$ cat src/sv/cpol_pkg.sv
// cpol_pkg: shared constants, types and elaboration-time functions for complex_to_polar
// holds the arctangent table, fixed-point format constants and the cordic gain function
// no dependencies
`default_nettype none

package cpol_pkg;

    localparam int CORDIC_ITERATIONS_DEF = 16;
    localparam int SAMPLE_WIDTH_DEF      = 16;
    localparam int MAX_ITER              = 24;
    localparam int FRAC_BITS             = 16;
    localparam int ZW                    = 34;
    localparam int OUT_WIDTH             = 16;
    localparam int ATAN_WIDTH            = 32;
    localparam int KQ_WIDTH              = 32;

    // atan(2^-i), 2^31 = pi
    localparam logic [ATAN_WIDTH-1:0] ATAN_STEPS [MAX_ITER] = '{
        32'h20000000, 32'h12E4051E, 32'h09FB385B, 32'h051111D4, 32'h028B0D43, 32'h0145D7E1,
        32'h00A2F61E, 32'h00517C55, 32'h0028BE53, 32'h00145F2F, 32'h000A2F98, 32'h000517CC,
        32'h00028BE6, 32'h000145F3, 32'h0000A2FA, 32'h0000517D, 32'h000028BE, 32'h0000145F,
        32'h00000A30, 32'h00000518, 32'h0000028C, 32'h00000146, 32'h000000A3, 32'h00000051
    };

    typedef struct packed {
        logic last;
        logic zero;
    } cpol_tag_t;

    // reciprocal of the cordic gain in q32, floor(2^62 / floor(sqrt(prod(1 + 4^-i)) in q30))
    function automatic logic [KQ_WIDTH-1:0] inv_gain(input int n);
        logic [63:0] p;
        logic [63:0] res;
        logic [63:0] bitv;
        logic [63:0] g;
        logic [64:0] rem;
        logic [63:0] quo;
        logic [63:0] num;
        p    = 64'd1 << 60;
        res  = '0;
        bitv = 64'd1 << 62;
        rem  = '0;
        quo  = '0;
        num  = 64'd1 << 62;
        for (int i = 0; i < MAX_ITER; i++)
        begin
            if (i < n)
            begin
                p = p + (p >> (2 * i));
            end
        end
        for (int k = 0; k < 32; k++)
        begin
            if (p >= res + bitv)
            begin
                p   = p - (res + bitv);
                res = (res >> 1) + bitv;
            end
            else
            begin
                res = res >> 1;
            end
            bitv = bitv >> 2;
        end
        g = (res == 64'd0) ? 64'd1 : res;
        for (int b = 63; b >= 0; b--)
        begin
            rem = {rem[63:0], num[b]};
            if (rem >= {1'b0, g})
            begin
                rem    = rem - {1'b0, g};
                quo[b] = 1'b1;
            end
        end
        return quo[KQ_WIDTH-1:0];
    endfunction

endpackage

`default_nettype wire

$ cat src/sv/cpol_prerot.sv
// cpol_prerot: input register stage, turns the sample by +-pi/2 so the real part is not negative
// depends on cpol_pkg
`default_nettype none

module cpol_prerot #(
    parameter int SW = cpol_pkg::SAMPLE_WIDTH_DEF,
    parameter int XW = cpol_pkg::SAMPLE_WIDTH_DEF + cpol_pkg::FRAC_BITS + 3
) (
    input  wire logic                         clk,
    input  wire logic                         rst_n,
    input  wire logic                         in_valid,
    output logic                              in_ready,
    input  wire logic signed [SW-1:0]         re,
    input  wire logic signed [SW-1:0]         im,
    input  wire logic                         last,
    output logic                              out_valid,
    input  wire logic                         out_ready,
    output logic signed [XW-1:0]              x,
    output logic signed [XW-1:0]              y,
    output logic signed [cpol_pkg::ZW-1:0]    z,
    output cpol_pkg::cpol_tag_t               tag
);

    localparam int ZW = cpol_pkg::ZW;

    logic                     valid_reg;
    logic signed [XW-1:0]     x_reg, x_next;
    logic signed [XW-1:0]     y_reg, y_next;
    logic signed [ZW-1:0]     z_reg, z_next;
    cpol_pkg::cpol_tag_t      tag_reg, tag_next;
    logic signed [XW-1:0]     re_ext, im_ext;

    assign re_ext = XW'(re) <<< cpol_pkg::FRAC_BITS;
    assign im_ext = XW'(im) <<< cpol_pkg::FRAC_BITS;

    always_comb
    begin
        tag_next.last = last;
        tag_next.zero = (re == '0) && (im == '0);
        if (re[SW-1])
        begin
            if (!im[SW-1])
            begin
                x_next = im_ext;
                y_next = -re_ext;
                z_next = ZW'(34'sh040000000);
            end
            else
            begin
                x_next = -im_ext;
                y_next = re_ext;
                z_next = -ZW'(34'sh040000000);
            end
        end
        else
        begin
            x_next = re_ext;
            y_next = im_ext;
            z_next = '0;
        end
    end

    assign in_ready = !valid_reg || out_ready;

    always_ff @(posedge clk or negedge rst_n)
    begin
        if (!rst_n)
        begin
            valid_reg <= 1'b0;
        end
        else if (in_ready)
        begin
            valid_reg <= in_valid;
        end
    end

    always_ff @(posedge clk)
    begin
        if (in_ready && in_valid)
        begin
            x_reg   <= x_next;
            y_reg   <= y_next;
            z_reg   <= z_next;
            tag_reg <= tag_next;
        end
    end

    assign out_valid = valid_reg;
    assign x         = x_reg;
    assign y         = y_reg;
    assign z         = z_reg;
    assign tag       = tag_reg;

endmodule

`default_nettype wire

$ cat config.mk
export PLATFORM = sky130hd
export DESIGN_NAME = cpol_prerot
export DESIGN_NICKNAME = d
export VERILOG_FILES = /design/src/sv/cpol_pkg.sv /design/src/sv/cpol_prerot.sv
export SDC_FILE = /design/constraint.sdc
export NUM_CORES = 1
export LEC_CHECK = 0
export BUFFER_PORTS_ARGS = -buffer_cell sky130_fd_sc_hd__buf_2
export CAP_MARGIN = 40
export CORE_MARGIN = 2
export CORE_UTILIZATION = 40
export DETAILED_ROUTE_END_ITERATION = 12
export GPL_TIMING_DRIVEN = 0
export PLACE_DENSITY = 0.72
export SLEW_MARGIN = 20
export SYNTH_ARGS = -nofsm -noshare
export SYNTH_HDL_FRONTEND = slang
export SYNTH_SLANG_ARGS = --single-unit
$ cat constraint.sdc
create_clock -name clk -period 5.7 [get_ports clk]
set_input_delay 1.71 -clock clk [delete_from_list [all_inputs] [get_ports clk]]
set_output_delay 1.71 -clock clk [all_outputs]
set_load 0.01 [all_outputs]
==> flow_summary.ini, run 1 <==
[clocking]
clock_sink_count = 43
htree_levels = 2
worst_skew_pair.late_latency_ns = 0.30
hold_buffers = 0
post-cts-setup-buffer-count = 0
cts_tree = done
number_of_buffers_added_by_the_clock_tree_synthesis_step = 5
postCtsResizedCells = 0
clockRootBuffer = clkbuf_8
clk_path_buf_depth = 2
worst_setup_hold_path_clk_slew_ns = 0.08

[place]
place.detailed.hpwl_um = 4872
gpl.final_weighted_congestion = 0.8168
placement_stage_cell_area_sq_mm = 0.003611
io_buffer_count = 80

[detailed_routing]
num_vias = 2278
drt-total-wl_um = 6208
drtIter0Drc = 85
route.detailed.wl_per_inst_um = 11.69
routed_via_density = 4.290
antenna_violating_nets_post_route = 0
count_of_unresolved_drc_violations_after_routing = 0
detail_route.first_pass.iterations = 4

[layout]
layout-area-overhead-vs-synth_pct = 32.27
diodes = 0
stdcell_area_sq_mm = 0.003729
layout-drive-gt1-share_pct = 38.39
final_core_utilization_pct = 54.88
finish.net_count = 473

[yosys]
netlist-cell-type-count = 38
synth_top_area_share_pct = 44.74
yosysTopAreaCell = edfxtp_1
post_synth_inst_count = 280
yosysSeqAreaShare_pct = 45.63
ys_ff_latch = 43
post_synth_main_area_contributors = edfxtp_1 (45%), buf_4 (17%), a21oi_1 (5.7%)
combined_area_of_all_synthesized_cells_sq_mm = 0.002819
ys.warnings.count = 0
post_synth.cell_area_avg_sq_um = 10.07

[power]
share_comb_of_total_power_pct = 23.1
irDropWorstVdd_uv = 139.8
switch_pwr_mw = 0.2122
power.static_leakage_nw = 1.755
power.share.sequential_pct = 46.6
power.total_mw = 0.8098
power.density_mw_per_mm2 = 217.2
clock_power_share_pct = 30.3
switching_share_pct = 26.21
p_int_mw = 0.5976

[timing]
setup_total_negative_slack_ns = 0
grt_setup_unrepaired = no
setup_viol = 0
slew-limit-headroom_pct = 50.41
finalHoldViolCount = 0
transition_time_at_the_pin_with_the_least_slew_margin_ns = 0.7377
achievable-frequency_ghz = 0.2626
timing.final.crit_period_ns = 3.809
finClkSkew_ns = 0.006719
fin_crit_sh_pct = 66.82
final-max-slew-violation-count = 0

[critical_path]
worst-r2r-setup-slack_ns = 4.28
critPathMostFrequentCell = buf_2
worstSetupEndpointType = output pin
cp_slowest_stage_delay_ns = 0.15
timing_worst_setup_path_type = in -> out
worstSetupStartpointType = primary input
maximum_fanout_along_the_worst_path = 3
cp_cell_sequence = buf_2 > nand2b_1 > buf_2
critical_path_buf_inv_count = 2
crit_family = buffers and inverters
worst_path_slowest_cell = nand2b_1
timing.critical_path.required_ns = 3.99
arrival_time_worst_endpoint_ns = 2.10

[outcome]
run_status = finished, final reports clean

[global_routing]
global_route.usage.total_pct = 15.78
grt_max_degree = 30
global_route_overflow = 0
initial_antenna_violation_count = 0
grt_pass1_vias = 2101
wire_length_of_the_first_global_routing_pass_um = 9508

[floorplanning]
coreArea_sq_mm = 0.006794
effective_utilization_at_floorplan_pct = 41.49
die_w_um = 87.95
die_y_um = 87.95
io_pins = 145
die_area_sq_mm = 0.007735
core.rowCount = 30

[worst_hold_path]
path_class_of_the_lowest_slack_min_delay_path = reg -> reg

[flow_run]
maxCapViolations = 0
[layer usage]
layer,vias to the layer above,GRT usage [%],share of wire (%)
li1,1140,-,-
met1,1001,18.13,39
met2,131,27.82,48
met3,6,5.184,12
met4,0,4.895,1.0
met5,-,0,0
[synth_stat cells, drive strengths merged]
cell	instances
buf	67
and4b	2
nor3b	1
nor3	5
conb	1
nor4	3
edfxtp	42
xnor2	14
a31o	1
a31oi	4
clkbuf	15
inv	7
a21oi	32
mux2i	2
ha	2
nand2	4
o31ai	5
or4	2
o41ai	4
nand4	1
dfrtp	1
nand2b	2
o21ai	4
nor2b	1
or3	3
and2	2
nor2	36
or2	2
or3b	1
xor2	12
a41oi	2
[path summary, 6_finish.rpt]
kind                           start        end  depth (start not counted)
hold reg to reg            out_valid  out_valid                          2
max in group asynchronous      rst_n  out_valid                          1
hold / removal             out_valid  out_valid                          2
min in group asynchronous      rst_n  out_valid                          1
setup reg to reg           out_valid      x[30]                          3
setup / recovery           out_ready   in_ready                          3
[kinds of logic (layout without fill, tap and decap cells)]
| family | Yosys count | in the layout | share of synthesized area [%] |
|---|---|---|---|
| mux | 2 | 2 | 0.7102 |
| simple gates | 65 | 65 | 11.63 |
| compound gates | 52 | 52 | 12.25 |
| other cells | 1 | 65 | 0.1330 |
| xor+xnor | 26 | 26 | 8.078 |
| fa+ha+maj | 2 | 2 | 0.8876 |
| buf+inv | 89 | 180 | 20.68 |
| flops | 43 | 43 | 45.63 |
[power by group through the flow]
stage	sequential [mW]	clock [mW]	combinational [mW]
4_1_cts	0.378	0.250	0.185
3_5_place_dp	0.385	0	0.184
6_report	0.377	0.245	0.187
5_1_grt	0.379	0.263	0.207
2_1_floorplan	0.397	0	0.114
3_3_place_gp	0.385	0	0.180
[area by class of cell]
type	count	area, sq um
clock buffer	6	82.58
buffer	82	556.8
tap	96	120.1
fill	597	3065
clock inverter	2	35.03
timing repair buffer	83	430.4
multi-input combinational	212	1191
sequential	43	1286
inverter	7	26.28
[stage by stage]
stage	worst slack, ns	hold WS (ns)	std cells
floorplan	2.101	0.6221	344
global placement	1.897	0.4958	520
detailed placement	1.887	0.5133	523
CTS	1.886	0.5351	531
finish	1.891	0.5259	531
global route	1.862	0.5703	531
[cells in the final DEF, fill, tap and decap left out, types with 5 or more instances in the layout]
cell,instances
edfxtp_1,42
buf_2,83
a21oi_1,32
xor2_1,12
conb_1,65
clkbuf_1,15
nor2_1,36
buf_4,64
inv_1,7
o31ai_1,5
clkbuf_8,6
nor3_1,5
xnor2_1,14
[worst min-delay path, delay by kind of cell (launching register included)]
kind / cells / cell delay, ns
flops: 1 / 0.35
simple gates: 2 / 0.15
Power figures use the tool's default switching activity.
==> run 2: changes to the inputs <==
Settings changed: PLACE_DENSITY 0.72 to 0.75.
Clock period 5.7 ns to 3.4 ns, I/O delays scaled along.
==> run 2 against run 1 <==
  * Sequential cell count unchanged
  * Wire length up 1.9%
  * Clock skew down 0.00098 ns
  * Register-to-register slack worse by 2.3 ns
  * Global-route usage up 0.14 points
  * Clock power up 43%
  * Critical path depth up 5
  * Via count up 0.44%
  * Core utilization down 0.17 points
  * Clock-buffer cell count up 2
  * First-iteration DRC count up 45%
  * Critical endpoint is now x[30]
  * Largest cell class unchanged
==> flow_summary.ini, run 2 (synthesis results as in run 1) <==
[outcome]
run_status = finished, final reports clean

[clocking]
clock_sink_count = 43
worst_setup_hold_path_clk_slew_ns = 0.07
post-cts-setup-buffer-count = 0
cts_tree = done
clk_path_buf_depth = 2
clockRootBuffer = clkbuf_8
hold_buffers = 0
number_of_buffers_added_by_the_clock_tree_synthesis_step = 5
htree_levels = 2
worst_skew_pair.late_latency_ns = 0.29
postCtsResizedCells = 0

[detailed_routing]
drtIter0Drc = 123
count_of_unresolved_drc_violations_after_routing = 0
routed_via_density = 4.309
num_vias = 2288
drt-total-wl_um = 6324
route.detailed.wl_per_inst_um = 11.91
detail_route.first_pass.iterations = 4
antenna_violating_nets_post_route = 0

[global_routing]
wire_length_of_the_first_global_routing_pass_um = 9535
grt_pass1_vias = 2074
initial_antenna_violation_count = 0
global_route.usage.total_pct = 15.93
grt_max_degree = 33
global_route_overflow = 0

[flow_run]
maxCapViolations = 0

[place]
io_buffer_count = 80
place.detailed.hpwl_um = 4866
gpl.final_weighted_congestion = 0.8762

[power]
power.total_mw = 1.299
irDropWorstVdd_uv = 164.8
clock_power_share_pct = 27.0
switch_pwr_mw = 0.3497
power.static_leakage_nw = 1.744
power.share.sequential_pct = 48.7
power.density_mw_per_mm2 = 349.5
p_int_mw = 0.9496
share_comb_of_total_power_pct = 24.3
switching_share_pct = 26.91

[timing]
setup_viol = 0
grt_setup_unrepaired = no
fin_crit_sh_pct = 74.32
setup_total_negative_slack_ns = 0
finClkSkew_ns = 0.005736
achievable-frequency_ghz = 0.3957
slew-limit-headroom_pct = 44.10
final-max-slew-violation-count = 0
transition_time_at_the_pin_with_the_least_slew_margin_ns = 0.8316
timing.final.crit_period_ns = 2.527
finalHoldViolCount = 0

[worst_hold_path]
path_class_of_the_lowest_slack_min_delay_path = in -> async

[layout]
multi_input_area_sq_mm = 0.001191
mostFrequentLayoutCells = buf_2 (82), conb_1 (65), buf_4 (64)
n_fill_cell = 589
layout-drive-gt1-share_pct = 38.16
layout-area-overhead-vs-synth_pct = 31.87
diodes = 0
finish.net_count = 473
layout_commonest_cell = buf_2
final_core_utilization_pct = 54.71
area.sequential_sq_mm = 0.001286

[critical_path]
worstSetupEndpointType = flop
maximum_fanout_along_the_worst_path = 7
worstSetupStartpointType = primary input
timing.critical_path.required_ns = 3.42
cp_cell_sequence = buf_2 > inv_1 > ha_1 > or3b_1 > clkbuf_1 > o41ai_2 > xor2_1 > a21oi_1
cp_slowest_stage_delay_ns = 0.37
timing_worst_setup_path_type = in -> reg
worst_path_slowest_cell = o41ai_2
arrival_time_worst_endpoint_ns = 2.55

[floorplanning]
die_w_um = 87.95
die_area_sq_mm = 0.007735
effective_utilization_at_floorplan_pct = 41.49
coreArea_sq_mm = 0.006794
die_y_um = 87.95
core.rowCount = 30
io_pins = 145
## run 2: metal layers
| metal | up-vias | track usage, % | share of wire (%) |
|---|---|---|---|
| met5 | - | 0 | 0 |
| met4 | 0 | 3.916 | 0.66 |
| li1 | 1148 | - | - |
| met2 | 132 | 27.82 | 48 |
| met3 | 5 | 3.864 | 10 |
| met1 | 1003 | 19.81 | 41 |
## run 2: final timing paths
kind	from	endpoint	slack (ns)	depth (start not counted)
worst max-delay path	im[0]	x[30]	0.87	8
worst min-delay path	rst_n	out_valid	0.49	1
worst max register to register	out_valid	x[30]	2.03	3
worst min register to register	out_valid	out_valid	0.52	2
max in group asynchronous	rst_n	out_valid	2.83	1
min in group clk	out_valid	out_valid	0.52	2
## run 2: stage by stage
step	hold WS [ns]	setup WS (ns)	std cells	instance area (sq um)
floorplan	0.6221	0.7509	344	3059
global placement	0.4954	0.3953	520	3580
detailed placement	0.5088	0.5703	523	3617
CTS	0.4872	0.8755	531	3717
global route	0.4840	0.7603	531	3717
finish	0.4903	0.8731	531	3717
## run 2: final cells by class
class                      count  share of cell area [%]
tap                           96                   3.231
buffer                        82                   14.98
timing repair buffer          83                   11.75
inverter                       7                  0.7068
sequential                    43                   34.60
clock buffer                   8                   2.693
multi-input combinational    212                   32.04
## run 2: power groups by stage
stage | clock (mW) | combinational [mW] | sequential [mW]
after floorplan | 0 | 0.191 | 0.666
after global placement | 0 | 0.301 | 0.646
after detailed placement | 0 | 0.311 | 0.645
after CTS | 0.357 | 0.312 | 0.633
after global routing | 0.373 | 0.348 | 0.636
final | 0.351 | 0.316 | 0.633
## run 2: critical path: cells and delay by family
family,cells,cell delay [ns]
adder cells (fa/ha/maj),1,0.15
AND/OR/NAND/NOR,1,0.33
AO/OA/AOI/OAI,2,0.45
XOR/XNOR,1,0.17
buffers and inverters,3,0.41
==> run 3: changes to the inputs <==
Settings changed: ABC_AREA set to 1, PLACE_DENSITY 0.75 to 0.74.
Clock period 3.4 ns to 2.3 ns, I/O delays scaled along.
==> run 3 against run 2 <==
  * Critical path type is now in -> out
  * Largest power group unchanged
  * Highest routed layer unchanged
  * Wire length increased by 9.7%
  * Register-to-register slack got worse by 1.3 ns
  * Non-clock buffer count decreased by 6
  * Largest cell class unchanged
  * Die area increased by 5.8%
  * Sequential share of layout area decreased by 1.7 points
  * Clock-buffer cell count decreased by 3
==> flow_summary.ini, run 3 <==
[outcome]
run_status = finished, final reports clean

[place]
worst_setup_slack_post_dpl_ns = 0.2195
gpl.final_weighted_congestion = 0.9165
place.detailed.hpwl_um = 5557
io_buffer_count = 81

[critical_path]
timing.critical_path.required_ns = 1.61
worst_path_slowest_cell = buf_2
cp_slowest_stage_delay_ns = 0.14
maximum_fanout_along_the_worst_path = 2
worstSetupEndpointType = output pin
cp_cell_sequence = buf_2 > inv_1 > nand2_1 > buf_2
arrival_time_worst_endpoint_ns = 1.09
worstSetupStartpointType = primary input
critPathMostFrequentCell = buf_2
timing_worst_setup_path_type = in -> out

[clocking]
clock_sink_count = 43
postCtsResizedCells = 0
hold_buffers = 0
clk_path_buf_depth = 2
number_of_buffers_added_by_the_clock_tree_synthesis_step = 5
cts_tree = done
htree_levels = 2
clockRootBuffer = clkbuf_8
worst_skew_pair.late_latency_ns = 0.30
post-cts-setup-buffer-count = 0
worst_setup_hold_path_clk_slew_ns = 0.08

[yosys]
synth_top_area_share_pct = 42.18
synth_most_common_cell = nand2_1
synthTopCellsByCount = nand2_1 (87), buf_4 (65), edfxtp_1 (42), nand3_1 (40), inv_1 (28)
synthFlopType = edfxtp_1
post_synth.cell_area_avg_sq_um = 8.284
ys_ff_latch = 43
ys.warnings.count = 0
yosysSeqAreaShare_pct = 43.01
combined_area_of_all_synthesized_cells_sq_mm = 0.002990
post_synth_inst_count = 361
synth-async-reset-ratio_pct = 2.326
yosysTopAreaCell = edfxtp_1
synth_edf_count = 42
netlist-cell-type-count = 30
post_synth_main_area_contributors = edfxtp_1 (42%), buf_4 (16%), nand2_1 (11%)

[timing]
fin_crit_sh_pct = 77.33
finalHoldViolCount = 0
grt_setup_unrepaired = no
timing.final.crit_period_ns = 1.779
slew-limit-headroom_pct = 57.71
worst_hold_margin_ns = 0.1494
transition_time_at_the_pin_with_the_least_slew_margin_ns = 0.6330
achievable-frequency_ghz = 0.5622
setup_viol = 0
setup_total_negative_slack_ns = 0
final-max-slew-violation-count = 0
final.setup.worst_slack_ns = 0.5213
finClkSkew_ns = 0.009805

[detailed_routing]
antenna_violating_nets_post_route = 0
count_of_unresolved_drc_violations_after_routing = 0
routed_via_density = 4.306
num_vias = 2644
drtIter0Drc = 182
drt-total-wl_um = 6937
detail_route.first_pass.iterations = 5
route.detailed.wl_per_inst_um = 11.30

[floorplanning]
die_area_sq_mm = 0.008184
effective_utilization_at_floorplan_pct = 41.23
core.rowCount = 31
die_y_um = 90.47
die_w_um = 90.47
io_pins = 145
coreArea_sq_mm = 0.007253

[layout]
layout-area-overhead-vs-synth_pct = 30.79
mostFrequentLayoutCells = nand2_1 (87), buf_2 (87), buf_4 (65), conb_1 (65), edfxtp_1 (42)
finish.net_count = 553
final_core_utilization_pct = 53.92
layout-drive-gt1-share_pct = 35.53
diodes = 0

[power]
irDropWorstVdd_uv = 245.2
power.static_leakage_nw = 2.042
power.density_mw_per_mm2 = 516.0

[global_routing]
grt_max_degree = 28
wire_length_of_the_first_global_routing_pass_um = 11360
grt_pass1_vias = 2463
initial_antenna_violation_count = 0
global_route_overflow = 0
global_route.usage.total_pct = 17.29

[flow_run]
maxCapViolations = 0

[worst_hold_path]
path_class_of_the_lowest_slack_min_delay_path = in -> async
## run 3: logic make-up (layout without fill, tap and decap cells)
group | Yosys count | count (layout) | share of synthesized area, %
XOR/XNOR | 9 | 9 | 2.636
AO/OA/AOI/OAI | 33 | 33 | 6.527
buffers and inverters | 111 | 201 | 22.93
adder cells (fa/ha/maj) | 2 | 2 | 0.8367
other | 1 | 65 | 0.1254
flip-flops | 43 | 43 | 43.01
AND/OR/NAND/NOR | 162 | 162 | 23.93
## run 3: critical path, delay by kind of cell
family	cells	cell delay, ns
buf+inv	3	0.32
simple gates	1	0.07
## run 3: metrics by stage
stage	std cells	cell area, sq um	power, mW
finish	614	3911	2.018
global route	614	3911	2.119
CTS	614	3911	2.033
detailed placement	606	3799	1.438
global placement	605	3771	1.426
floorplan	425	3242	1.289
## run 3: area by class of cell
cell class | instances | area [sq um]
buffer | 77 | 555.5
multi-input combinational | 271 | 1270
fill | 687 | 3342
tap | 99 | 123.9
timing repair buffer | 82 | 432.9
inverter | 34 | 130.1
clock inverter | 3 | 43.79
sequential | 43 | 1286
clock buffer | 5 | 68.82
## run 3: worst paths after layout
path	from	end	cells past startpoint	slack, ns
setup / recovery	out_ready	in_ready	4	0.52
hold / removal	rst_n	out_valid	1	0.15
setup reg to reg	out_valid	x[33]	2	0.77
hold reg to reg	out_valid	out_valid	2	0.57
max in group asynchronous	rst_n	out_valid	1	2.07
min in group clk	out_valid	out_valid	2	0.57
## run 3: power breakdown
part | switching [mW] | leakage, nW | internal (mW) | total, mW
Sequential | 0.0116 | 0.415 | 0.925 | 0.936
Combinational | 0.286 | 1.57 | 0.203 | 0.489
Clock | 0.270 | 0.0581 | 0.323 | 0.593
Total | 0.567 | 2.04 | 1.45 | 2.02
## run 3: metal layers
metal	part of all wire, %	GRT usage (%)
met1	43	21.71
met2	46	29.35
met3	9.1	3.840
met4	1.5	5.897
met5	0	0
