===== src/sv/cpol_pkg.sv =====
// cpol_pkg: shared constants, types and elaboration-time functions for complex_to_polar
// holds the arctangent table, fixed-point format constants and the cordic gain function
// no dependencies
`default_nettype none

package cpol_pkg;

    localparam int CORDIC_ITERATIONS_DEF = 16;
    localparam int SAMPLE_WIDTH_DEF      = 16;
    localparam int MAX_ITER              = 24;
    localparam int FRAC_BITS             = 16;
    localparam int ZW                    = 34;
    localparam int OUT_WIDTH             = 16;
    localparam int ATAN_WIDTH            = 32;
    localparam int KQ_WIDTH              = 32;

    // atan(2^-i), 2^31 = pi
    localparam logic [ATAN_WIDTH-1:0] ATAN_STEPS [MAX_ITER] = '{
        32'h20000000, 32'h12E4051E, 32'h09FB385B, 32'h051111D4, 32'h028B0D43, 32'h0145D7E1,
        32'h00A2F61E, 32'h00517C55, 32'h0028BE53, 32'h00145F2F, 32'h000A2F98, 32'h000517CC,
        32'h00028BE6, 32'h000145F3, 32'h0000A2FA, 32'h0000517D, 32'h000028BE, 32'h0000145F,
        32'h00000A30, 32'h00000518, 32'h0000028C, 32'h00000146, 32'h000000A3, 32'h00000051
    };

    typedef struct packed {
        logic last;
        logic zero;
    } cpol_tag_t;

    // reciprocal of the cordic gain in q32, floor(2^62 / floor(sqrt(prod(1 + 4^-i)) in q30))
    function automatic logic [KQ_WIDTH-1:0] inv_gain(input int n);
        logic [63:0] p;
        logic [63:0] res;
        logic [63:0] bitv;
        logic [63:0] g;
        logic [64:0] rem;
        logic [63:0] quo;
        logic [63:0] num;
        p    = 64'd1 << 60;
        res  = '0;
        bitv = 64'd1 << 62;
        rem  = '0;
        quo  = '0;
        num  = 64'd1 << 62;
        for (int i = 0; i < MAX_ITER; i++)
        begin
            if (i < n)
            begin
                p = p + (p >> (2 * i));
            end
        end
        for (int k = 0; k < 32; k++)
        begin
            if (p >= res + bitv)
            begin
                p   = p - (res + bitv);
                res = (res >> 1) + bitv;
            end
            else
            begin
                res = res >> 1;
            end
            bitv = bitv >> 2;
        end
        g = (res == 64'd0) ? 64'd1 : res;
        for (int b = 63; b >= 0; b--)
        begin
            rem = {rem[63:0], num[b]};
            if (rem >= {1'b0, g})
            begin
                rem    = rem - {1'b0, g};
                quo[b] = 1'b1;
            end
        end
        return quo[KQ_WIDTH-1:0];
    endfunction

endpackage

`default_nettype wire


===== src/sv/cpol_iter.sv =====
// cpol_iter: one registered cordic vectoring micro-rotation, index fixed at elaboration
// depends on cpol_pkg
`default_nettype none

module cpol_iter #(
    parameter int XW  = cpol_pkg::SAMPLE_WIDTH_DEF + cpol_pkg::FRAC_BITS + 3,
    parameter int IDX = 0
) (
    input  wire logic                         clk,
    input  wire logic                         rst_n,
    input  wire logic                         in_valid,
    output logic                              in_ready,
    input  wire logic signed [XW-1:0]         x_in,
    input  wire logic signed [XW-1:0]         y_in,
    input  wire logic signed [cpol_pkg::ZW-1:0] z_in,
    input  wire cpol_pkg::cpol_tag_t          tag_in,
    output logic                              out_valid,
    input  wire logic                         out_ready,
    output logic signed [XW-1:0]              x_out,
    output logic signed [XW-1:0]              y_out,
    output logic signed [cpol_pkg::ZW-1:0]    z_out,
    output cpol_pkg::cpol_tag_t               tag_out
);

    localparam int ZW = cpol_pkg::ZW;
    localparam logic signed [ZW-1:0] ANGLE =
        ZW'(signed'({1'b0, cpol_pkg::ATAN_STEPS[IDX]}));

    logic                     valid_reg;
    logic signed [XW-1:0]     x_reg, x_next;
    logic signed [XW-1:0]     y_reg, y_next;
    logic signed [ZW-1:0]     z_reg, z_next;
    cpol_pkg::cpol_tag_t      tag_reg;
    logic signed [XW-1:0]     dx, dy;

    assign dx = y_in >>> IDX;
    assign dy = x_in >>> IDX;

    always_comb
    begin
        if (!y_in[XW-1])
        begin
            x_next = x_in + dx;
            y_next = y_in - dy;
            z_next = z_in + ANGLE;
        end
        else
        begin
            x_next = x_in - dx;
            y_next = y_in + dy;
            z_next = z_in - ANGLE;
        end
    end

    assign in_ready = !valid_reg || out_ready;

    always_ff @(posedge clk or negedge rst_n)
    begin
        if (!rst_n)
        begin
            valid_reg <= 1'b0;
        end
        else if (in_ready)
        begin
            valid_reg <= in_valid;
        end
    end

    always_ff @(posedge clk)
    begin
        if (in_ready && in_valid)
        begin
            x_reg   <= x_next;
            y_reg   <= y_next;
            z_reg   <= z_next;
            tag_reg <= tag_in;
        end
    end

    assign out_valid = valid_reg;
    assign x_out     = x_reg;
    assign y_out     = y_reg;
    assign z_out     = z_reg;
    assign tag_out   = tag_reg;

endmodule

`default_nettype wire


===== config.mk =====
export PLATFORM = sky130hd
export DESIGN_NAME = cpol_iter
export DESIGN_NICKNAME = d
export VERILOG_FILES = /design/src/sv/cpol_pkg.sv /design/src/sv/cpol_iter.sv
export SDC_FILE = /design/constraint.sdc
export NUM_CORES = 1
export LEC_CHECK = 0
export ABC_AREA = 1
export BUFFER_PORTS_ARGS = -buffer_cell sky130_fd_sc_hd__clkbuf_2
export CAP_MARGIN = 40
export CORE_AREA = 3 3 163 165
export DETAILED_ROUTE_END_ITERATION = 16
export DIE_AREA = 0 0 166 168
export PLACE_DENSITY = 0.67
export SLEW_MARGIN = 20
export SYNTH_ARGS = -nofsm -noshare
export SYNTH_HDL_FRONTEND = slang
export SYNTH_SLANG_ARGS = --single-unit

===== constraint.sdc =====
create_clock -name clk -period 8.9 [get_ports clk]
set_clock_uncertainty 0.05 [all_clocks]
set_input_delay 0.445 -clock clk [delete_from_list [all_inputs] [get_ports clk]]
set_output_delay 0.445 -clock clk [all_outputs]
set_load 0.02 [all_outputs]

==> out/summary.txt, run 1 <==
Post-synthesis register bit count: 106
Starting Density: 45.1%
Total Routing Usage GR: 27.4%
Die Area: 27900 um2
Slew Limit Fails: 0
Residual DRC: 0
Synth Warn #: 0
GPL Wtd Cong: 0.983
IO Pins: 218
Via count: 11701
Sequential cell area: 3180 um2
List of most frequent post-synthesis cells: 499 x nand2_1, 265 x inv_1, 154 x nand3_1
Unrepaired setup endpoints after global routing: false
Min Tclk post-route: 2.56 ns
FP Rows: 58
Global-route wire length before repair: 60.2 mm
WP data arrival: 2.64 ns
Final nets: 2095
Worst vdd ir: 0.0824 mV
CP Max Fanout: 10
Hold Fails Final Rpt: 0
PwrDens: 139 nW/um2
Area of the core: 25200 um2
Buffers on Ports: 217
Final HPWL from detailed placement: 32.9 mm
Clock sinks: 106
DR iter-0 viols: 1063
Number of global-route vias before repair: 11085
Layout cell share with drive strength beyond 1: 17.8%
Diodes inserted: 0
CTS clk-pin slew, worst paths: 0.09 ns
Die Y: 168 um
Kind of critical path: primary input to flop
Final WL: 39.4 mm
Area grow syn2layout: 14.1%
Post-synth ARST share: 0.943%
Syn nets: 1907
Power share of the combinational group: 40.9%
CTS buffer count: 9
Worst setup EP type: flop
Cell taking the most area after synthesis: edfxtp_1
Clock power frac: 24.4%
NetSw: 762 uW
Finished Core Util: 51.5%
Initial antenna violation count: 0
Post-CTS Resized: 0
Number of vias per cell: 5.29
Die width: 166 um
EDFF count, synth: 105
Detailed Routing Iterations Pass 1: 5
Top_reg_cell synth: edfxtp_1
Hold buffer count at cts: 1
Period utilisation layout: 28.8%
Library cells used by synthesis: 50
Status: finished, final reports clean
Sw frac: 42.4%
Mean Syn Cell Area: 6.73 um2
Final setup vio count: 0
Most frequent cell after synthesis: nand2_1
CTS tree: built
Peak Freq: 390 MHz
Setup_tns: 0 ns
Multi-input gate area: 6790 um2
Internal power: 1040 uW
Filler Cells Inserted: 2599
Final ANT Viol Nets: 0
Largest net degree at the start of global routing: 77
Routed len/inst: 17.8 um
Register area share after synthesis: 28.0%
Htree depth: 3
Clock Root Buffer: clkbuf_16
Clock Latency Late Sink: 0.37 ns
Grt ovf: 0
Sequential power share: 34.7%
Top cells by area, synth: edfxtp_1 28%, nand2_1 16%, ha_1 12%
Hold crit path type: primary input to flop
Pleak: 0.00677 uW
Critical Path RT: 8.97 ns
Post-Synthesis Cell Area: 11400 um2
Synth top area share: 27.7%
CTS max path bufs: 2
Post-CTS Setup Bufs: 0
Worst Tran Pin Value: 0.632 ns
Worst slew margin: 57.9%
Synth Instances: 1688
Max-Cap Viols: 0
Critical path startpoint category: primary input
## layer usage
metal / global-route usage (%) / vias to the layer above / part of all wire, %
met1: 39.8 / 5382 / 46
li1: - / 5769 / -
met4: 6.40 / 0 / 1.5
met2: 43.4 / 514 / 44
met3: 4.09 / 36 / 8.7
met5: 0 / - / 0
## critical path, stage by stage
cell and delay, ns:
clkbuf_2 0.11, inv_1 0.05, ha_1 0.54, inv_1 0.17, a21oi_1 0.36, nand2_1 0.18, a21oi_1 0.18, nand3_2 0.19
nand2_1 0.13, nand3_1 0.10, nand3_1 0.11, nand2_1 0.08
## state kept, by name, summed over array words and instances (netlist names)
signal / flops
tag_out: 2
z_out: 34
out_valid: 1
x_out: 34
y_out: 35
## power groups by stage
stage | logic, uW | clock network [uW] | registers [uW]
2_1_floorplan | 437 | 0 | 693
3_3_place_gp | 707 | 0 | 635
3_5_place_dp | 715 | 0 | 636
4_1_cts | 719 | 446 | 625
5_1_grt | 808 | 471 | 628
6_report | 735 | 439 | 624
## cell usage in the layout, fill, tap and decap left out, types with 3 or more instances in the layout
master and count:
xor2_1 30, nand4_1 16, nand2_2 20, o21bai_1 18, a21oi_2 8, clkbuf_2 217, inv_1 264, nor2_2 21
nand3_1 154, buf_16 3, o21ai_2 5, o22ai_1 5, buf_4 4, nand3_2 5, and2_1 6, nor3_1 5
nor3_2 4, inv_2 18, edfxtp_1 105, nand2_1 499, ha_1 105, clkbuf_16 9, o21ai_1 19, a21oi_1 112
fa_1 4, nor2_1 117, nor4_1 3, clkinv_8 4, or2_2 3, o21ai_0 67
## cell type report
| class | instances | area share (%) |
|---|---|---|
| Clock buffer | 9 | 1.74 |
| Clock inverter | 7 | 0.704 |
| Inverter | 282 | 8.16 |
| Multi-Input combinational cell | 1252 | 52.4 |
| Sequential cell | 106 | 24.5 |
| Tap cell | 330 | 3.18 |
| Timing Repair Buffer | 225 | 9.32 |
## worst paths after layout
path / startpoint / endpoint / slack, ns / cells past startpoint
max: x_in[17] / y_out[26] / 6.34 / 12
min reg2reg: out_valid / out_valid / 0.54 / 2
min in group asynchronous: rst_n / out_valid / 0.33 / 2
max reg2reg: out_valid / y_out[30] / 7.02 / 3
min: z_in[26] / z_out[26] / 0.20 / 1
max in group asynchronous: rst_n / out_valid / 8.39 / 2
## metrics by stage
step / std cells / total power (uW) / area [um2] / hold WS, ns / worst slack, ns
CTS: 2209 / 1790 / 12900 / 0.190 / 6.39
global placement: 2191 / 1340 / 12600 / 0.170 / 6.03
finish: 2211 / 1800 / 13000 / 0.196 / 6.34
detailed placement: 2192 / 1350 / 12600 / 0.171 / 6.01
global route: 2211 / 1910 / 13000 / 0.181 / 6.17
floorplan: 1688 / 1130 / 11400 / 0.0994 / 2.66
## cells by family (layout without fill, tap and decap cells)
| kind of cell | after synthesis | count (layout) | synth area share (%) |
|---|---|---|---|
| compound gates | 244 | 244 | 11.9 |
| simple gates | 866 | 866 | 33.0 |
| mux | 1 | 1 | 0.0881 |
| xor+xnor | 32 | 32 | 2.47 |
| buf+inv | 330 | 523 | 12.4 |
| flops | 106 | 106 | 28.0 |
| fa+ha+maj | 109 | 109 | 12.3 |
Note: power is estimated with default switching activity, not from simulation.
==> run 2, diff against run 1 <==
--- a/config.mk
+++ b/config.mk
@@ -5,13 +5,13 @@
 export SDC_FILE = /design/constraint.sdc
 export NUM_CORES = 1
 export LEC_CHECK = 0
-export ABC_AREA = 1
+export ABC_AREA = 0
 export BUFFER_PORTS_ARGS = -buffer_cell sky130_fd_sc_hd__clkbuf_2
 export CAP_MARGIN = 40
-export CORE_AREA = 3 3 163 165
+export CORE_AREA = 3 3 148 150
 export DETAILED_ROUTE_END_ITERATION = 16
-export DIE_AREA = 0 0 166 168
-export PLACE_DENSITY = 0.67
+export DIE_AREA = 0 0 151 153
+export PLACE_DENSITY = 0.68
 export SLEW_MARGIN = 20
 export SYNTH_ARGS = -nofsm -noshare
 export SYNTH_HDL_FRONTEND = slang
==> constraint.sdc (replaced) <==
create_clock -name clk -period 2.5 [get_ports clk]
set_clock_uncertainty 0.05 [all_clocks]
set_input_delay 0.125 -clock clk [delete_from_list [all_inputs] [get_ports clk]]
set_output_delay 0.125 -clock clk [all_outputs]
set_load 0.02 [all_outputs]
==> out/summary.txt, run 2 <==
Internal power: 4410 uW
Htree depth: 3
Area of the core: 20800 um2
Setup ws final: -0.0701 ns
CP most frequent cell: or4_4
Clock power frac: 23.3%
Sequential power share: 32.8%
Mean Syn Cell Area: 8.83 um2
Critical path startpoint category: primary input
IO Pins: 218
FP Rows: 53
Worst Tran Pin Value: 0.536 ns
CTS clk-pin slew, worst paths: 0.08 ns
Critical Path Start: y_in[26]
Critical Path RT: 2.56 ns
Post-Synthesis Cell Area: 9260 um2
Final instance area: 14500 um2
Finished Core Util: 69.5%
Register area share after synthesis: 34.3%
Grt ovf: 0
Clock Latency Late Sink: 0.35 ns
Residual DRC: 0
Commonest non-fill, non-tap cell in the layout: buf_4
Starting Density: 44.5%
Detailed Routing Iterations Pass 1: 5
Number of global-route vias before repair: 9669
Hold Fails Final Rpt: 0
Dpl ws: -0.755 ns
Filler Cells Inserted: 1626
Clock Root Buffer: clkbuf_16
Die width: 151 um
Multi-input gate area: 6360 um2
Commonest cells after routing, fill and taps aside: 285 x buf_4, 204 x clkbuf_2, 127 x a21oi_1
Max reg flops: 35
Worst vdd ir: 0.319 mV
Top cells by area, synth: edfxtp_1 34%, ha_1 14%, a21oi_1 7.5%
Syn nets: 1268
Worst setup EP type: flop
CP peak stage delay: 0.57 ns
Diodes inserted: 0
Global-route wire length before repair: 49.3 mm
Min Tclk post-route: 2.57 ns
Total Routing Usage GR: 26.6%
Sequential cell area: 3180 um2
Final nets: 1783
Period utilisation layout: 103%
Most frequent cell after synthesis: a21oi_1
Final WL: 32.5 mm
Layout cell share with drive strength beyond 1: 43.3%
Worst slew margin: 63.8%
WP data arrival: 2.63 ns
Area grow syn2layout: 56.4%
Kind of critical path: primary input to flop
NetSw: 2510 uW
Synth Instances: 1049
Via count: 9993
Max-Cap Viols: 0
Post-synth ARST share: 0.943%
Total power draw: 6920 uW
Top_reg_cell synth: edfxtp_1
Synth Warn #: 0
Slew Limit Fails: 0
Worst r2r path cells: 3
EDFF count, synth: 105
Unrepaired setup endpoints after global routing: true
CTS buffer count: 9
Peak Freq: 389 MHz
Post-synthesis register bit count: 106
Critical-path cell list: buf_6 > ha_4 > or4_4 > or4_4 > a21o_1 > a2111o_1 > a21oi_2 > o311ai_2 > xnor2_1
R2r endpoint: x_out[26]
Hold crit path type: primary input to asynchronous set/reset pin
Largest net degree at the start of global routing: 35
Clock sinks: 106
Number of vias per cell: 5.42
GPL Wtd Cong: 0.934
Area after DPL: 12700 um2
Failing checks: negative setup slack
FF-to-FF Start: out_valid
Die Y: 153 um
Buffers on Ports: 217
Final HPWL from detailed placement: 25.2 mm
Pleak: 0.00654 uW
Crit path buffers/inverters: 1
DR iter-0 viols: 836
Synth top area share: 34.1%
CTS tree: built
PwrDens: 478 nW/um2
Power share of the combinational group: 44.0%
R2R Setup Slk: 0.96 ns
CTS max path bufs: 2
Non-Filler Instances: 1844
Final ANT Viol Nets: 0
Routed len/inst: 17.6 um
Status: complete, but fails checks
Die Area: 23100 um2
Final setup vio count: 2
CP top delay family: simple AND/OR/NAND/NOR gates
Cell taking the most area after synthesis: edfxtp_1
CP max stage cell: or4_4
Sw frac: 36.3%
Initial antenna violation count: 0
Library cells used by synthesis: 62
List of most frequent post-synthesis cells: 139 x a21oi_1, 107 x inv_1, 105 x edfxtp_1, 105 x ha_1, 76 x nor2_1
Inst Count DP: 1769
CP Max Fanout: 4
==> run 2: cell count changes in the layout (fill, tap and decap cells not counted), sizes merged, moves of 19 or more <==
cell / change
nand2: -462
buf: +307
inv: -174
nand3: -146
xnor2: +64
nor2: -63
dlygate4sd3: +32
xor2: -26
o21ai: -24
a21o: +19
a21oi: +19
==> run 2: how the worst max path moves through the flow <==
stage,endpoint,cells past startpoint
6_report,x_out[34],9
5_1_grt,x_out[34],13
3_5_place_dp,y_out[34],14
2_1_floorplan,x_out[34],9
3_3_place_gp,x_out[23],13
4_1_cts,y_out[34],14
==> run 2: final cells by class <==
class	count	area share, %
repair buffers	551	26.5
flip-flops and latches	106	22.0
well taps	275	2.38
inverters	109	2.93
multi-input cells	787	43.9
clock buffers	9	1.56
clock inverters	7	0.726
==> run 2: metal layers <==
layer | vias to the layer above | global-route usage [%] | share of wire [%]
li1 | 4792 | - | -
met1 | 4723 | 36.5 | 43
met2 | 437 | 44.6 | 48
met3 | 41 | 3.50 | 6.8
met4 | 0 | 6.39 | 1.9
met5 | - | 0 | 0
==> run 2: what timing repair did <==
item / in CTS / in global routing
hold endpoints to repair: 33 / 0
resized for setup: 61 / 145
hold buffers: 33 / 0
pin swaps: 25 / 66
endpoints found under the setup margin: 26 / 34
buffers inserted: 9 / 18
==> run 2: kinds of logic (layout without fill, tap and decap cells) <==
logic type                 count (synthesis)  in the layout  synth area share [%]
AOI/OAI and AO/OA                        354            354                  23.8
and+or+nand+nor                          241            241                  12.2
buffers and inverters                    156            676                  6.54
adders and majority gates                109            109                  15.1
DFF                                      106            106                  34.3
xor gates and xnor gates                  70             70                  6.62
muxes                                     13             13                  1.42
==> run 2: power by group through the flow <==
stage	clock (uW)	sequential (uW)	combinational, uW
CTS	1630	2270	2790
detailed placement	0	2310	2650
floorplan	0	2520	1250
global placement	0	2300	2630
global route	1700	2280	3270
finish	1610	2270	3040
==> run 2: stage by stage <==
step                TNS [ns]  hold WS [ns]
floorplan             -0.318        -0.221
global placement      -19.76        -0.150
detailed placement    -19.74        -0.149
CTS                   -0.160       0.00819
global route          -0.634        0.0165
finish                -0.129        0.0217
==> run 3, diff against run 2 <==
--- a/config.mk
+++ b/config.mk
@@ -12,6 +12,7 @@
 export DETAILED_ROUTE_END_ITERATION = 16
 export DIE_AREA = 0 0 151 153
 export PLACE_DENSITY = 0.68
+export SETUP_SLACK_MARGIN = 0.4
 export SLEW_MARGIN = 20
 export SYNTH_ARGS = -nofsm -noshare
 export SYNTH_HDL_FRONTEND = slang
==> out/summary.txt, run 3 (synthesis gave the netlist of run 2 again) <==
Period utilisation layout: 98.1%
Commonest cells after routing, fill and taps aside: 266 x buf_4, 197 x clkbuf_2, 105 x edfxtp_1
Hold Fails Final Rpt: 0
FF-to-FF Start: out_valid
Critical path startpoint category: primary input
Layout cell share with drive strength beyond 1: 47.2%
Kind of critical path: primary input to flop
PwrDens: 466 nW/um2
Commonest non-fill, non-tap cell in the layout: buf_4
Max reg flops: 35
Diodes inserted: 0
Via count: 10223
R2R Setup Slk: 0.83 ns
Final WL: 34.4 mm
Global-route wire length before repair: 51.2 mm
Htree depth: 3
GPL Wtd Cong: 0.975
Worst setup EP type: flop
Max-Cap Viols: 0
NetSw: 2640 uW
Sw frac: 37.4%
CTS max path bufs: 2
Inst Count DP: 1734
Setup ws final: 0.0487 ns
Hold crit path type: primary input to asynchronous set/reset pin
Worst slew margin: 66.7%
CTS buffer count: 9
Die Y: 153 um
Area grow syn2layout: 63.6%
Initial antenna violation count: 0
Area of the core: 20800 um2
Critical Path RT: 2.56 ns
Clock sinks: 106
Grt ovf: 0
Final HPWL from detailed placement: 25.1 mm
CTS tree: built
Residual DRC: 0
Non-Filler Instances: 1837
R2r endpoint: y_out[30]
WP data arrival: 2.51 ns
Number of vias per cell: 5.57
DR iter-0 viols: 951
Number of global-route vias before repair: 10006
Sequential power share: 32.2%
Clock Latency Late Sink: 0.37 ns
Area after DPL: 12800 um2
Pleak: 0.00670 uW
IO Pins: 218
Internal power: 4420 uW
Worst r2r path cells: 3
Total Routing Usage GR: 27.9%
Unrepaired setup endpoints after global routing: true
Die Area: 23100 um2
CTS clk-pin slew, worst paths: 0.08 ns
Min Tclk post-route: 2.45 ns
Worst vdd ir: 0.288 mV
Worst Tran Pin Value: 0.500 ns
Final ANT Viol Nets: 0
Die width: 151 um
CP Max Fanout: 3
Starting Density: 44.5%
Routed len/inst: 18.7 um
Status: finished, final reports clean
Buffers on Ports: 217
FP Rows: 53
Clock Root Buffer: clkbuf_16
Clock power frac: 20.8%
Final nets: 1776
Peak Freq: 408 MHz
Power share of the combinational group: 47.0%
Final setup vio count: 0
Final instance area: 15100 um2
Largest net degree at the start of global routing: 41
Detailed Routing Iterations Pass 1: 6
Slew Limit Fails: 0
Dpl ws: -0.614 ns
run 3: worst max path at each step:
stage	endpoint	slack, ns	from	cells after the start
2_1_floorplan	x_out[34]	-0.14	y_in[26]	9
6_report	x_out[34]	0.05	x_in[28]	10
5_1_grt	x_out[34]	-0.03	x_in[0]	13
3_5_place_dp	x_out[34]	-0.61	x_in[17]	13
3_3_place_gp	x_out[34]	-0.56	x_in[17]	13
4_1_cts	x_out[34]	0.009	y_in[28]	9
run 3: final cells by class:
type	count	area, um2
Inverter	109	499
Timing Repair Buffer	544	3930
Fill cell	1533	5670
Sequential cell	106	3180
Tap cell	275	344
Clock inverter	6	61.3
Multi-Input combinational cell	787	6910
Clock buffer	10	229
run 3: metal layers:
layer,global-route usage [%],up-vias,wire (um)
met5,0,-,0
met1,36.4,4843,14000
met4,10.0,0,1080
met2,47.2,526,16700
li1,-,4767,-
met3,3.62,87,2610
run 3: critical path, cell delays in order:
cell	delay, ns
buf_8	0.10
inv_4	0.05
ha_4	0.19
or4_4	0.56
or4_1	0.48
a21o_1	0.20
a2111o_1	0.39
a21oi_2	0.17
o311ai_2	0.11
xnor2_1	0.14
run 3: power groups by stage:
stage / sequential (uW) / combinational [uW] / clock [uW]
4_1_cts: 2270 / 3000 / 1500
3_5_place_dp: 2310 / 2700 / 0
2_1_floorplan: 2520 / 1370 / 0
6_report: 2270 / 3320 / 1470
3_3_place_gp: 2310 / 2680 / 0
5_1_grt: 2290 / 3540 / 1550
run 3: repair_timing:
action | 4_1_cts | 5_1_grt
gates cloned | 0 | 0
hold endpoints to repair | 34 | 0
pin swaps | 68 | 90
hold buffers | 34 | 0
resized for setup | 129 | 154
endpoints found under the setup margin | 45 | 50
setup buffers | 33 | 20
run 3: metrics by stage:
step	power (uW)	hold slack (ns)	TNS, ns	util [%]
6_report	7060	0.00822	0	72.7
3_3_place_gp	4980	-0.150	-11.96	61.6
2_1_floorplan	3890	-0.221	-0.243	-
3_5_place_dp	5010	-0.147	-13.36	61.6
5_1_grt	7380	0.0168	-0.0381	72.7
4_1_cts	6770	0.00486	0	68.8
